File: src/rtl/segalloc_pkg.sv
// ----------------------------------------------------------------------------
// Segment allocator package
// Shared constants, register indexes and status codes of the segment
// allocator.
// ----------------------------------------------------------------------------
`timescale 1ns / 1ps

package segalloc_pkg;

  localparam int MaxSegments = 64;
  localparam int SizeBits    = 21;
  localparam int IdBits      = 16;

  localparam int MemTotalRst = 1048576;
  localparam int MinBlockRst = 1;

  localparam int CfgIdxBits = 2;

  localparam logic [CfgIdxBits-1:0] CFG_FIT_POLICY = 2'd0;
  localparam logic [CfgIdxBits-1:0] CFG_MIN_BLOCK  = 2'd1;
  localparam logic [CfgIdxBits-1:0] CFG_MEM_TOTAL  = 2'd2;

  localparam logic REQ_ALLOC = 1'b0;
  localparam logic REQ_FREE  = 1'b1;

  localparam logic FIT_FIRST = 1'b0;
  localparam logic FIT_BEST  = 1'b1;

  typedef enum logic [1:0] {
    ST_OK      = 2'd0,
    ST_NO_FIT  = 2'd1,
    ST_NO_ID   = 2'd2,
    ST_FULL    = 2'd3
  } status_e;

endpackage

File: src/rtl/segalloc_alu.sv
// ----------------------------------------------------------------------------
// Segment allocator adder
// Shared add/subtract unit; on subtraction the carry is set when a >= b.
// ----------------------------------------------------------------------------
`timescale 1ns / 1ps

module segalloc_alu #(
  parameter int WIDTH = 21
) (
  input  logic [WIDTH-1:0] a_i,
  input  logic [WIDTH-1:0] b_i,
  input  logic             sub_i,
  output logic [WIDTH-1:0] sum_o,
  output logic             carry_o
);

  logic [WIDTH:0] full;

  assign full    = {1'b0, a_i} + {1'b0, (sub_i ? ~b_i : b_i)} + {{WIDTH{1'b0}}, sub_i};
  assign sum_o   = full[WIDTH-1:0];
  assign carry_o = full[WIDTH];

endmodule

File: src/rtl/segment_allocator_fit_coalesce_top.sv
// ----------------------------------------------------------------------------
// Segment allocator with first/best fit and coalescing
// Keeps an address-ordered segment table in a memory and serves allocate
// and free requests with one shared adder under a small sequencer.
//
//   Channel  Direction  Handshake                 Payload
//   in       input      in_valid_i / in_ready_o   req_type, req_size, owner_id
//   out      output     out_valid_o / out_ready_i status, granted_size
//   cfg      input      cfg_we_i                  cfg_idx_i, cfg_data_i
//
// A request walks the table one entry per cycle through the memory read
// port (all entries for best fit), then moves one entry per cycle when a
// split or merge shifts the table, and then writes its updated entries.
// After reset and after each memory_total write the block rebuilds the
// table before it takes a request.
// A result that waits at the output does not stop the next transfer in;
// the block only holds its result stage when the output is still full.
// ----------------------------------------------------------------------------
`timescale 1ns / 1ps

module segment_allocator_fit_coalesce_top
  import segalloc_pkg::*;
#(
  parameter int MAX_SEGMENTS = MaxSegments,
  parameter int SIZE_BITS    = SizeBits,
  parameter int ID_BITS      = IdBits
) (
  input  logic                  clk_i,
  input  logic                  rst_ni,
  input  logic                  in_valid_i,
  output logic                  in_ready_o,
  input  logic                  req_type_i,
  input  logic [SIZE_BITS-1:0]  req_size_i,
  input  logic [ID_BITS-1:0]    owner_id_i,
  output logic                  out_valid_o,
  input  logic                  out_ready_i,
  output logic [1:0]            status_o,
  output logic [SIZE_BITS-1:0]  granted_size_o,
  input  logic                  cfg_we_i,
  input  logic [CfgIdxBits-1:0] cfg_idx_i,
  input  logic [SIZE_BITS-1:0]  cfg_data_i
);

  localparam int ADDR_W = $clog2(MAX_SEGMENTS);
  localparam int CNT_W  = $clog2(MAX_SEGMENTS + 1);
  localparam int ENT_W  = 1 + ID_BITS + SIZE_BITS;

  localparam logic [CNT_W-1:0] CNT_ONE = CNT_W'(1);
  localparam logic [CNT_W-1:0] CNT_MAX = CNT_W'(MAX_SEGMENTS);

  localparam logic [3:0] S_INIT     = 4'd0;
  localparam logic [3:0] S_IDLE     = 4'd1;
  localparam logic [3:0] S_SCAN     = 4'd2;
  localparam logic [3:0] S_DECIDE   = 4'd3;
  localparam logic [3:0] S_SHIFT    = 4'd4;
  localparam logic [3:0] S_WR_REST  = 4'd5;
  localparam logic [3:0] S_WR_OWN   = 4'd6;
  localparam logic [3:0] S_RD_NEXT  = 4'd7;
  localparam logic [3:0] S_RD_PREV  = 4'd8;
  localparam logic [3:0] S_ADD_NEXT = 4'd9;
  localparam logic [3:0] S_ADD_PREV = 4'd10;
  localparam logic [3:0] S_WR_FREE  = 4'd11;
  localparam logic [3:0] S_RESP     = 4'd12;

  logic [3:0]           state_q, state_d;
  logic                 fit_q, fit_d;
  logic [SIZE_BITS-1:0] min_block_q, min_block_d;
  logic [SIZE_BITS-1:0] mem_total_q, mem_total_d;
  logic [CNT_W-1:0]     count_q, count_d;
  logic                 free_q, free_d;
  logic [SIZE_BITS-1:0] need_q, need_d;
  logic [ID_BITS-1:0]   id_q, id_d;
  logic [CNT_W-1:0]     idx_q, idx_d;
  logic                 pend_q, pend_d;
  logic [CNT_W-1:0]     pend_idx_q, pend_idx_d;
  logic                 found_q, found_d;
  logic [CNT_W-1:0]     pick_q, pick_d;
  logic [SIZE_BITS-1:0] pick_size_q, pick_size_d;
  logic [SIZE_BITS-1:0] rest_q, rest_d;
  logic                 split_q, split_d;
  logic                 shift_up_q, shift_up_d;
  logic [1:0]           shk_q, shk_d;
  logic                 nfree_q, nfree_d;
  logic [SIZE_BITS-1:0] nsize_q, nsize_d;
  logic                 pfree_q, pfree_d;
  logic [SIZE_BITS-1:0] psize_q, psize_d;
  logic [SIZE_BITS-1:0] acc_q, acc_d;
  status_e              res_status_q, res_status_d;
  logic [SIZE_BITS-1:0] res_size_q, res_size_d;
  logic                 out_valid_q, out_valid_d;
  status_e              out_status_q, out_status_d;
  logic [SIZE_BITS-1:0] out_size_q, out_size_d;

  logic [ENT_W-1:0]     seg_mem [MAX_SEGMENTS];
  logic [ENT_W-1:0]     rdata_q;
  logic                 mem_we;
  logic [ADDR_W-1:0]    mem_waddr;
  logic [ADDR_W-1:0]    mem_raddr;
  logic [ENT_W-1:0]     mem_wdata;

  logic                 r_free;
  logic [ID_BITS-1:0]   r_id;
  logic [SIZE_BITS-1:0] r_size;

  logic [SIZE_BITS-1:0] alu_a, alu_b, alu_sum;
  logic                 alu_sub, alu_carry;

  assign r_free = rdata_q[ENT_W-1];
  assign r_id   = rdata_q[SIZE_BITS +: ID_BITS];
  assign r_size = rdata_q[SIZE_BITS-1:0];

  segalloc_alu #(
    .WIDTH(SIZE_BITS)
  ) u_alu (
    .a_i    (alu_a),
    .b_i    (alu_b),
    .sub_i  (alu_sub),
    .sum_o  (alu_sum),
    .carry_o(alu_carry)
  );

  always_ff @(posedge clk_i) begin
    if (mem_we) begin
      seg_mem[mem_waddr] <= mem_wdata;
    end
    rdata_q <= seg_mem[mem_raddr];
  end

  always_comb begin
    logic             issue;
    logic             hit;
    logic             take;
    logic             stop;
    logic [CNT_W-1:0] dest;
    logic [1:0]       k;

    state_d      = state_q;
    fit_d        = fit_q;
    min_block_d  = min_block_q;
    mem_total_d  = mem_total_q;
    count_d      = count_q;
    free_d       = free_q;
    need_d       = need_q;
    id_d         = id_q;
    idx_d        = idx_q;
    pend_d       = pend_q;
    pend_idx_d   = pend_idx_q;
    found_d      = found_q;
    pick_d       = pick_q;
    pick_size_d  = pick_size_q;
    rest_d       = rest_q;
    split_d      = split_q;
    shift_up_d   = shift_up_q;
    shk_d        = shk_q;
    nfree_d      = nfree_q;
    nsize_d      = nsize_q;
    pfree_d      = pfree_q;
    psize_d      = psize_q;
    acc_d        = acc_q;
    res_status_d = res_status_q;
    res_size_d   = res_size_q;
    out_valid_d  = out_valid_q;
    out_status_d = out_status_q;
    out_size_d   = out_size_q;

    mem_we    = 1'b0;
    mem_waddr = '0;
    mem_wdata = '0;
    mem_raddr = idx_q[ADDR_W-1:0];
    alu_a     = r_size;
    alu_b     = need_q;
    alu_sub   = 1'b1;

    issue = 1'b0;
    hit   = 1'b0;
    take  = 1'b0;
    stop  = 1'b0;
    dest  = pick_q;
    k     = 2'd0;

    if (out_valid_q && out_ready_i) begin
      out_valid_d = 1'b0;
    end

    case (state_q)
      S_INIT: begin
        mem_we    = 1'b1;
        mem_waddr = '0;
        mem_wdata = {1'b1, {ID_BITS{1'b0}}, mem_total_q};
        count_d   = CNT_ONE;
        state_d   = S_IDLE;
      end

      S_IDLE: begin
        if (in_valid_i) begin
          free_d  = req_type_i;
          need_d  = (req_size_i < min_block_q) ? min_block_q : req_size_i;
          id_d    = owner_id_i;
          idx_d   = '0;
          pend_d  = 1'b0;
          found_d = 1'b0;
          state_d = S_SCAN;
        end
      end

      S_SCAN: begin
        issue = idx_q < count_q;
        if (free_q == REQ_FREE) begin
          hit  = pend_q && !r_free && (r_id == id_q);
          take = hit && !found_q;
          stop = take;
        end else begin
          hit  = pend_q && r_free && alu_carry;
          take = hit && (!found_q || ((fit_q == FIT_BEST) && (r_size < pick_size_q)));
          stop = take && (fit_q == FIT_FIRST);
        end
        if (take) begin
          found_d     = 1'b1;
          pick_d      = pend_idx_q;
          pick_size_d = r_size;
        end
        pend_d     = issue;
        pend_idx_d = idx_q;
        if (issue) begin
          idx_d = idx_q + CNT_ONE;
        end
        if (stop || (!issue && !pend_q)) begin
          pend_d = 1'b0;
          if (free_q == REQ_FREE) begin
            if (found_d) begin
              state_d = S_RD_NEXT;
            end else begin
              res_status_d = ST_NO_ID;
              res_size_d   = '0;
              state_d      = S_RESP;
            end
          end else begin
            state_d = S_DECIDE;
          end
        end
      end

      S_DECIDE: begin
        alu_a = pick_size_q;
        alu_b = need_q;
        if (!found_q) begin
          res_status_d = ST_NO_FIT;
          res_size_d   = '0;
          state_d      = S_RESP;
        end else if (alu_sum == '0) begin
          split_d = 1'b0;
          state_d = S_WR_OWN;
        end else if (count_q >= CNT_MAX) begin
          res_status_d = ST_FULL;
          res_size_d   = '0;
          state_d      = S_RESP;
        end else begin
          split_d    = 1'b1;
          rest_d     = alu_sum;
          idx_d      = count_q - CNT_ONE;
          pend_d     = 1'b0;
          shift_up_d = 1'b1;
          state_d    = S_SHIFT;
        end
      end

      S_SHIFT: begin
        if (shift_up_q) begin
          issue     = idx_q > pick_q;
          mem_waddr = ADDR_W'(pend_idx_q + CNT_ONE);
        end else begin
          issue     = idx_q < count_q;
          mem_waddr = ADDR_W'(pend_idx_q - CNT_W'(shk_q));
        end
        mem_we     = pend_q;
        mem_wdata  = rdata_q;
        pend_d     = issue;
        pend_idx_d = idx_q;
        if (issue) begin
          idx_d = shift_up_q ? (idx_q - CNT_ONE) : (idx_q + CNT_ONE);
        end
        if (!issue && !pend_q) begin
          if (shift_up_q) begin
            state_d = S_WR_REST;
          end else begin
            count_d      = count_q - CNT_W'(shk_q);
            res_status_d = ST_OK;
            res_size_d   = '0;
            state_d      = S_RESP;
          end
        end
      end

      S_WR_REST: begin
        mem_we    = 1'b1;
        mem_waddr = ADDR_W'(pick_q + CNT_ONE);
        mem_wdata = {1'b1, {ID_BITS{1'b0}}, rest_q};
        state_d   = S_WR_OWN;
      end

      S_WR_OWN: begin
        mem_we    = 1'b1;
        mem_waddr = pick_q[ADDR_W-1:0];
        mem_wdata = {1'b0, id_q, need_q};
        if (split_q) begin
          count_d = count_q + CNT_ONE;
        end
        res_status_d = ST_OK;
        res_size_d   = need_q;
        state_d      = S_RESP;
      end

      S_RD_NEXT: begin
        mem_raddr = ADDR_W'(pick_q + CNT_ONE);
        state_d   = S_RD_PREV;
      end

      S_RD_PREV: begin
        nfree_d   = ((pick_q + CNT_ONE) < count_q) && r_free;
        nsize_d   = r_size;
        mem_raddr = ADDR_W'(pick_q - CNT_ONE);
        state_d   = S_ADD_NEXT;
      end

      S_ADD_NEXT: begin
        pfree_d = (pick_q != '0) && r_free;
        psize_d = r_size;
        alu_a   = pick_size_q;
        alu_b   = nfree_q ? nsize_q : '0;
        alu_sub = 1'b0;
        acc_d   = alu_sum;
        state_d = S_ADD_PREV;
      end

      S_ADD_PREV: begin
        alu_a   = acc_q;
        alu_b   = pfree_q ? psize_q : '0;
        alu_sub = 1'b0;
        acc_d   = alu_sum;
        state_d = S_WR_FREE;
      end

      S_WR_FREE: begin
        dest      = pfree_q ? (pick_q - CNT_ONE) : pick_q;
        k         = {1'b0, nfree_q} + {1'b0, pfree_q};
        mem_we    = 1'b1;
        mem_waddr = dest[ADDR_W-1:0];
        mem_wdata = {1'b1, {ID_BITS{1'b0}}, acc_q};
        if (k == 2'd0) begin
          res_status_d = ST_OK;
          res_size_d   = '0;
          state_d      = S_RESP;
        end else begin
          shk_d      = k;
          idx_d      = dest + CNT_W'(k) + CNT_ONE;
          pend_d     = 1'b0;
          shift_up_d = 1'b0;
          state_d    = S_SHIFT;
        end
      end

      S_RESP: begin
        if (!out_valid_q || out_ready_i) begin
          out_valid_d  = 1'b1;
          out_status_d = res_status_q;
          out_size_d   = res_size_q;
          state_d      = S_IDLE;
        end
      end

      default: begin
        state_d = S_INIT;
      end
    endcase

    if (cfg_we_i) begin
      case (cfg_idx_i)
        CFG_FIT_POLICY: fit_d = cfg_data_i[0];
        CFG_MIN_BLOCK:  min_block_d = cfg_data_i;
        CFG_MEM_TOTAL: begin
          mem_total_d = cfg_data_i;
          state_d     = S_INIT;
        end
        default: begin
        end
      endcase
    end
  end

  always_ff @(posedge clk_i or negedge rst_ni) begin
    if (!rst_ni) begin
      state_q      <= S_INIT;
      fit_q        <= FIT_FIRST;
      min_block_q  <= SIZE_BITS'(MinBlockRst);
      mem_total_q  <= SIZE_BITS'(MemTotalRst);
      count_q      <= CNT_ONE;
      free_q       <= REQ_ALLOC;
      need_q       <= '0;
      id_q         <= '0;
      idx_q        <= '0;
      pend_q       <= 1'b0;
      pend_idx_q   <= '0;
      found_q      <= 1'b0;
      pick_q       <= '0;
      pick_size_q  <= '0;
      rest_q       <= '0;
      split_q      <= 1'b0;
      shift_up_q   <= 1'b0;
      shk_q        <= 2'd0;
      nfree_q      <= 1'b0;
      nsize_q      <= '0;
      pfree_q      <= 1'b0;
      psize_q      <= '0;
      acc_q        <= '0;
      res_status_q <= ST_OK;
      res_size_q   <= '0;
      out_valid_q  <= 1'b0;
      out_status_q <= ST_OK;
      out_size_q   <= '0;
    end else begin
      state_q      <= state_d;
      fit_q        <= fit_d;
      min_block_q  <= min_block_d;
      mem_total_q  <= mem_total_d;
      count_q      <= count_d;
      free_q       <= free_d;
      need_q       <= need_d;
      id_q         <= id_d;
      idx_q        <= idx_d;
      pend_q       <= pend_d;
      pend_idx_q   <= pend_idx_d;
      found_q      <= found_d;
      pick_q       <= pick_d;
      pick_size_q  <= pick_size_d;
      rest_q       <= rest_d;
      split_q      <= split_d;
      shift_up_q   <= shift_up_d;
      shk_q        <= shk_d;
      nfree_q      <= nfree_d;
      nsize_q      <= nsize_d;
      pfree_q      <= pfree_d;
      psize_q      <= psize_d;
      acc_q        <= acc_d;
      res_status_q <= res_status_d;
      res_size_q   <= res_size_d;
      out_valid_q  <= out_valid_d;
      out_status_q <= out_status_d;
      out_size_q   <= out_size_d;
    end
  end

  assign in_ready_o     = (state_q == S_IDLE);
  assign out_valid_o    = out_valid_q;
  assign status_o       = out_status_q;
  assign granted_size_o = out_size_q;

endmodule

File: config.mk
export PLATFORM = sky130hd
export DESIGN_NAME = segment_allocator_fit_coalesce_top
export DESIGN_NICKNAME = d
export VERILOG_FILES = /design/src/rtl/segalloc_pkg.sv /design/src/rtl/segalloc_alu.sv /design/src/rtl/segment_allocator_fit_coalesce_top.sv
export SDC_FILE = /design/constraint.sdc
export NUM_CORES = 2
export LEC_CHECK = 0
export BUFFER_PORTS_ARGS = -buffer_cell sky130_fd_sc_hd__buf_2
export CAP_MARGIN = 20
export CORE_ASPECT_RATIO = 0.5
export CORE_MARGIN = 1.5
export CORE_UTILIZATION = 35
export DETAILED_ROUTE_END_ITERATION = 10
export PLACE_DENSITY = 0.51
export SETUP_SLACK_MARGIN = 0.3
export SYNTH_ARGS = -nofsm -noshare
export SYNTH_HDL_FRONTEND = slang
export SYNTH_HIERARCHICAL = 1
export SYNTH_SLANG_ARGS = --single-unit
File: constraint.sdc
create_clock -name clk_i -period 13.4 [get_ports clk_i]
set_input_delay 3.35 -clock clk_i [delete_from_list [all_inputs] [get_ports clk_i]]
set_output_delay 3.35 -clock clk_i [all_outputs]
set_load 0.005 [all_outputs]
==> metrics <==
status finished clean; clock tree buffer depth 4; Hold WC Path Type register to register; Via Count 72600; Row Count 147; CTS HTree Levels 5; Setup crit end kind register; dpl ws ~6200 ps; port bufs 90; hold path depth 2; simple-gate portion of the synthesized area 0.107; max_slew headroom 0.145; CTS tree yes; CTS resizes 0; layout cells sized above 1 0.124; largest net degree at the start of global routing 126; gr usage total 0.227; syn avg cell area roughly 14 um2; Area Overhead vs Synth 12.9%; Critical Path AT 8050 ps; Post-Synth XOR/XNOR Area 0.00731; startpoint types register; initial antenna violation count 12; maximum fanout along the worst path 63; adder-cell share of the synthesized area 0.0120; main combinational cell family by area after synthesis simple AND/OR/NAND/NOR gates; post-route cell area 127000 um2; Fmax achieved roughly 140 MHz; Setup CP Type register to register; Post-Syn Area 113000 um2; area leader, netlist edfxtp_1; met3 Track Usage GR 0.0341; PD cells between 200 and 300 nW/um2; # clock sinks 2743; met1 Usage GRT 0.341; Synth Instances 8079; Post-CTS Setup Bufs 0; Pint around 19 mW; final setup TNS 0 ps; Compound-Gate Fraction of Synth Area 0.0912; Logic pwr share 0.405; Final WS setup 6060 ps; Synth cell types 96; final setup vio count 0; Ports 91; Clk Latency, worst-skew pair 880 ps; cells on worst reg2reg path 25; total routed wirelength 381000 um; fin crit share 0.548; R2R Setup Slk 6060 ps; synthesized net count approximately 8300; Peak VDD IR 0.000218 V; first-pass GRT wire length 532000 um; clock share of power 0.236; DP Area between 100000 and 150000 um2; main area contributors after synthesis edfxtp_1 (65%), dfrtp_1 (6.0%), nand2_1 (5.5%), mux2i_1 (2.7%), a31oi_1 (1.8%); core area 321000 um2; Yosys top cell area share 0.648; max-cap violations 0; Clock transition at path regs 60 ps; number of global-route vias before repair 67800; most frequent cells in the layout edfxtp_1 (2432), nand2_1 (1639), and3_1 (316); DRC 0; Final ANT Viol Nets 0; initial core utilization 0.351; Synth Warn # 6; Final nets 8327; gpl congestion about 0.86; worst hold slack approximately 480 ps; synthesis-stage register bit count 2743; final slew viol count 0; met2 usage 0.343; crit path time final approximately 7300 ps; post-synthesis sequential area ratio 0.716; Layout Skew 48.4 ps; Critical Path RT 14120 ps; final hold vios 0; Ant. Diodes 0; clk root buf clkbuf_16; Die ar. about 330000 um2; Fillers 29800; Power Total 31.9 mW; most common cell after layout, fill and taps aside edfxtp_1; worst-margin pin slew roughly 1300 ps; Routed WL per cell about 30 um; Num CTS Buffers approximately 270; Static Leak between 40 and 50 nW; first drt pass iteration count 7; Remaining Overflow, GRT 0; Sw Share 0.411; GRT busiest layer met2; post-DP HPWL 213000 um; Sw Pwr 13.1 mW; die width 805 um; ys async rst share 0.0995; mux contribution to synthesized area 0.0419; RSZ-0062 raised after global routing no; Seq pwr share 0.359; DR iter-0 viols about 9700; die span in y around 400 um; Post-synth EDFFs 2432; Primary FF master, synth edfxtp_1; Avg Vias per Cell about 5.7; Hold-fix buffers, CTS 0
flip-flops by register name, indices dropped and copies added, names as in the netlist, 7 cells and up:
register	cells
granted_size_o	21
idx_q	7
count_q	7
res_size_q	21
min_block_q	21
nsize_q	21
need_q	21
acc_q	21
pick_q	7
psize_q	21
pick_size_q	21
pend_idx_q	7
rest_q	21
seg_mem	2432
mem_total_q	21
rdata_q	38
id_q	16
critical path, cell delays in order (launching register included):
cell	delay (ps)
dfrtp_1	990
nand2b_1	300
nor2_2	60
buf_4	230
nor2_4	120
buf_4	680
nand2_1	130
nand2_1	140
mux2_4	330
fa_1	400
a21oi_1	270
nand4b_1	220
a21oi_1	110
o22a_1	280
a21boi_0	240
xnor2_1	130
nor3_1	300
nand4_1	150
nor4_1	730
buf_4	260
nand2b_1	120
a31oi_1	100
or2_2	300
o211ai_1	90
buf_4	310
a22oi_1	140
layout make-up:
| cell class | instances | area, um2 | area share |
|---|---|---|---|
| repair buffers | 340 | 2440 | 0.0192 |
| well taps | 4321 | 5410 | 0.0425 |
| inverters | 73 | 274 | 0.00215 |
| flip-flops and latches | 2743 | 80600 | 0.634 |
| clock buffers | 380 | 7630 | 0.0600 |
| multi-input cells | 4723 | 30000 | 0.236 |
| clock inverters | 98 | 821 | 0.00645 |
through the flow:
step,utilization,instances
floorplan,-,8079
CTS,0.397,12700
global route,0.397,12700
finish,0.397,12700
detailed placement,0.370,12200
global placement,0.370,12200
synth_stat cells (29+ instances only):
| master | instances |
|---|---|
| a221oi_1 | 55 |
| nor3_1 | 30 |
| a211oi_1 | 219 |
| buf_2 | 195 |
| a32oi_1 | 120 |
| nand2_1 | 1662 |
| o22ai_1 | 96 |
| inv_1 | 73 |
| o2111ai_1 | 34 |
| clkbuf_1 | 247 |
| ha_1 | 102 |
| dfrtp_1 | 270 |
| nand3_1 | 277 |
| xor2_1 | 50 |
| buf_1 | 30 |
| buf_4 | 47 |
| o21ai_0 | 125 |
| a32o_1 | 32 |
| a21oi_1 | 183 |
| xnor2_1 | 44 |
| a22o_1 | 57 |
| dfxtp_1 | 38 |
| nor2_1 | 151 |
| a31oi_1 | 318 |
| a22oi_1 | 53 |
| mux2i_1 | 299 |
| nor4_1 | 29 |
| mux2_2 | 114 |
| and3_1 | 317 |
| edfxtp_1 | 2432 |
power groups by stage:
| stage | combinational, mW | sequential, mW | clock (mW) |
|---|---|---|---|
| finish | 12.9 | 11.4 | 7.53 |
| global route | 13.8 | 11.5 | 7.94 |
| CTS | 12.8 | 11.4 | 7.64 |
| detailed placement | 12.7 | 11.6 | 0 |
| global placement | 12.7 | 11.6 | 0 |
| floorplan | 8.20 | 11.2 | 0 |
routing by layer:
| layer | vias to the layer above | part of all wire |
|---|---|---|
| met5 | - | 0.000029 |
| met4 | 2 | 0.027 |
| met3 | 561 | 0.083 |
| met2 | 3325 | 0.44 |
| met1 | 37700 | 0.45 |
| li1 | 31000 | - |
kinds of logic (layout without fill, tap and decap cells):
family                     count (synthesis)  in the layout
adders and majority gates                106            106
muxes                                    433            433
AOI/OAI and AO/OA                       1448           1448
DFF                                     2743           2743
xor gates and xnor gates                  94             94
and+or+nand+nor                         2642           2642
buffers and inverters                    613            891
path summary, 6_finish.rpt:
path	start	endpoint
worst max-delay path	state_q[1]	res_status_q[1]
worst min-delay path	nsize_q[5]	nsize_q[5]
worst max register to register	state_q[1]	res_status_q[1]
worst min register to register	nsize_q[5]	nsize_q[5]
max in group asynchronous	rst_ni	pick_size_q[11]
min in group asynchronous	rst_ni	min_block_q[1]
Power figures use the tool's default switching activity.
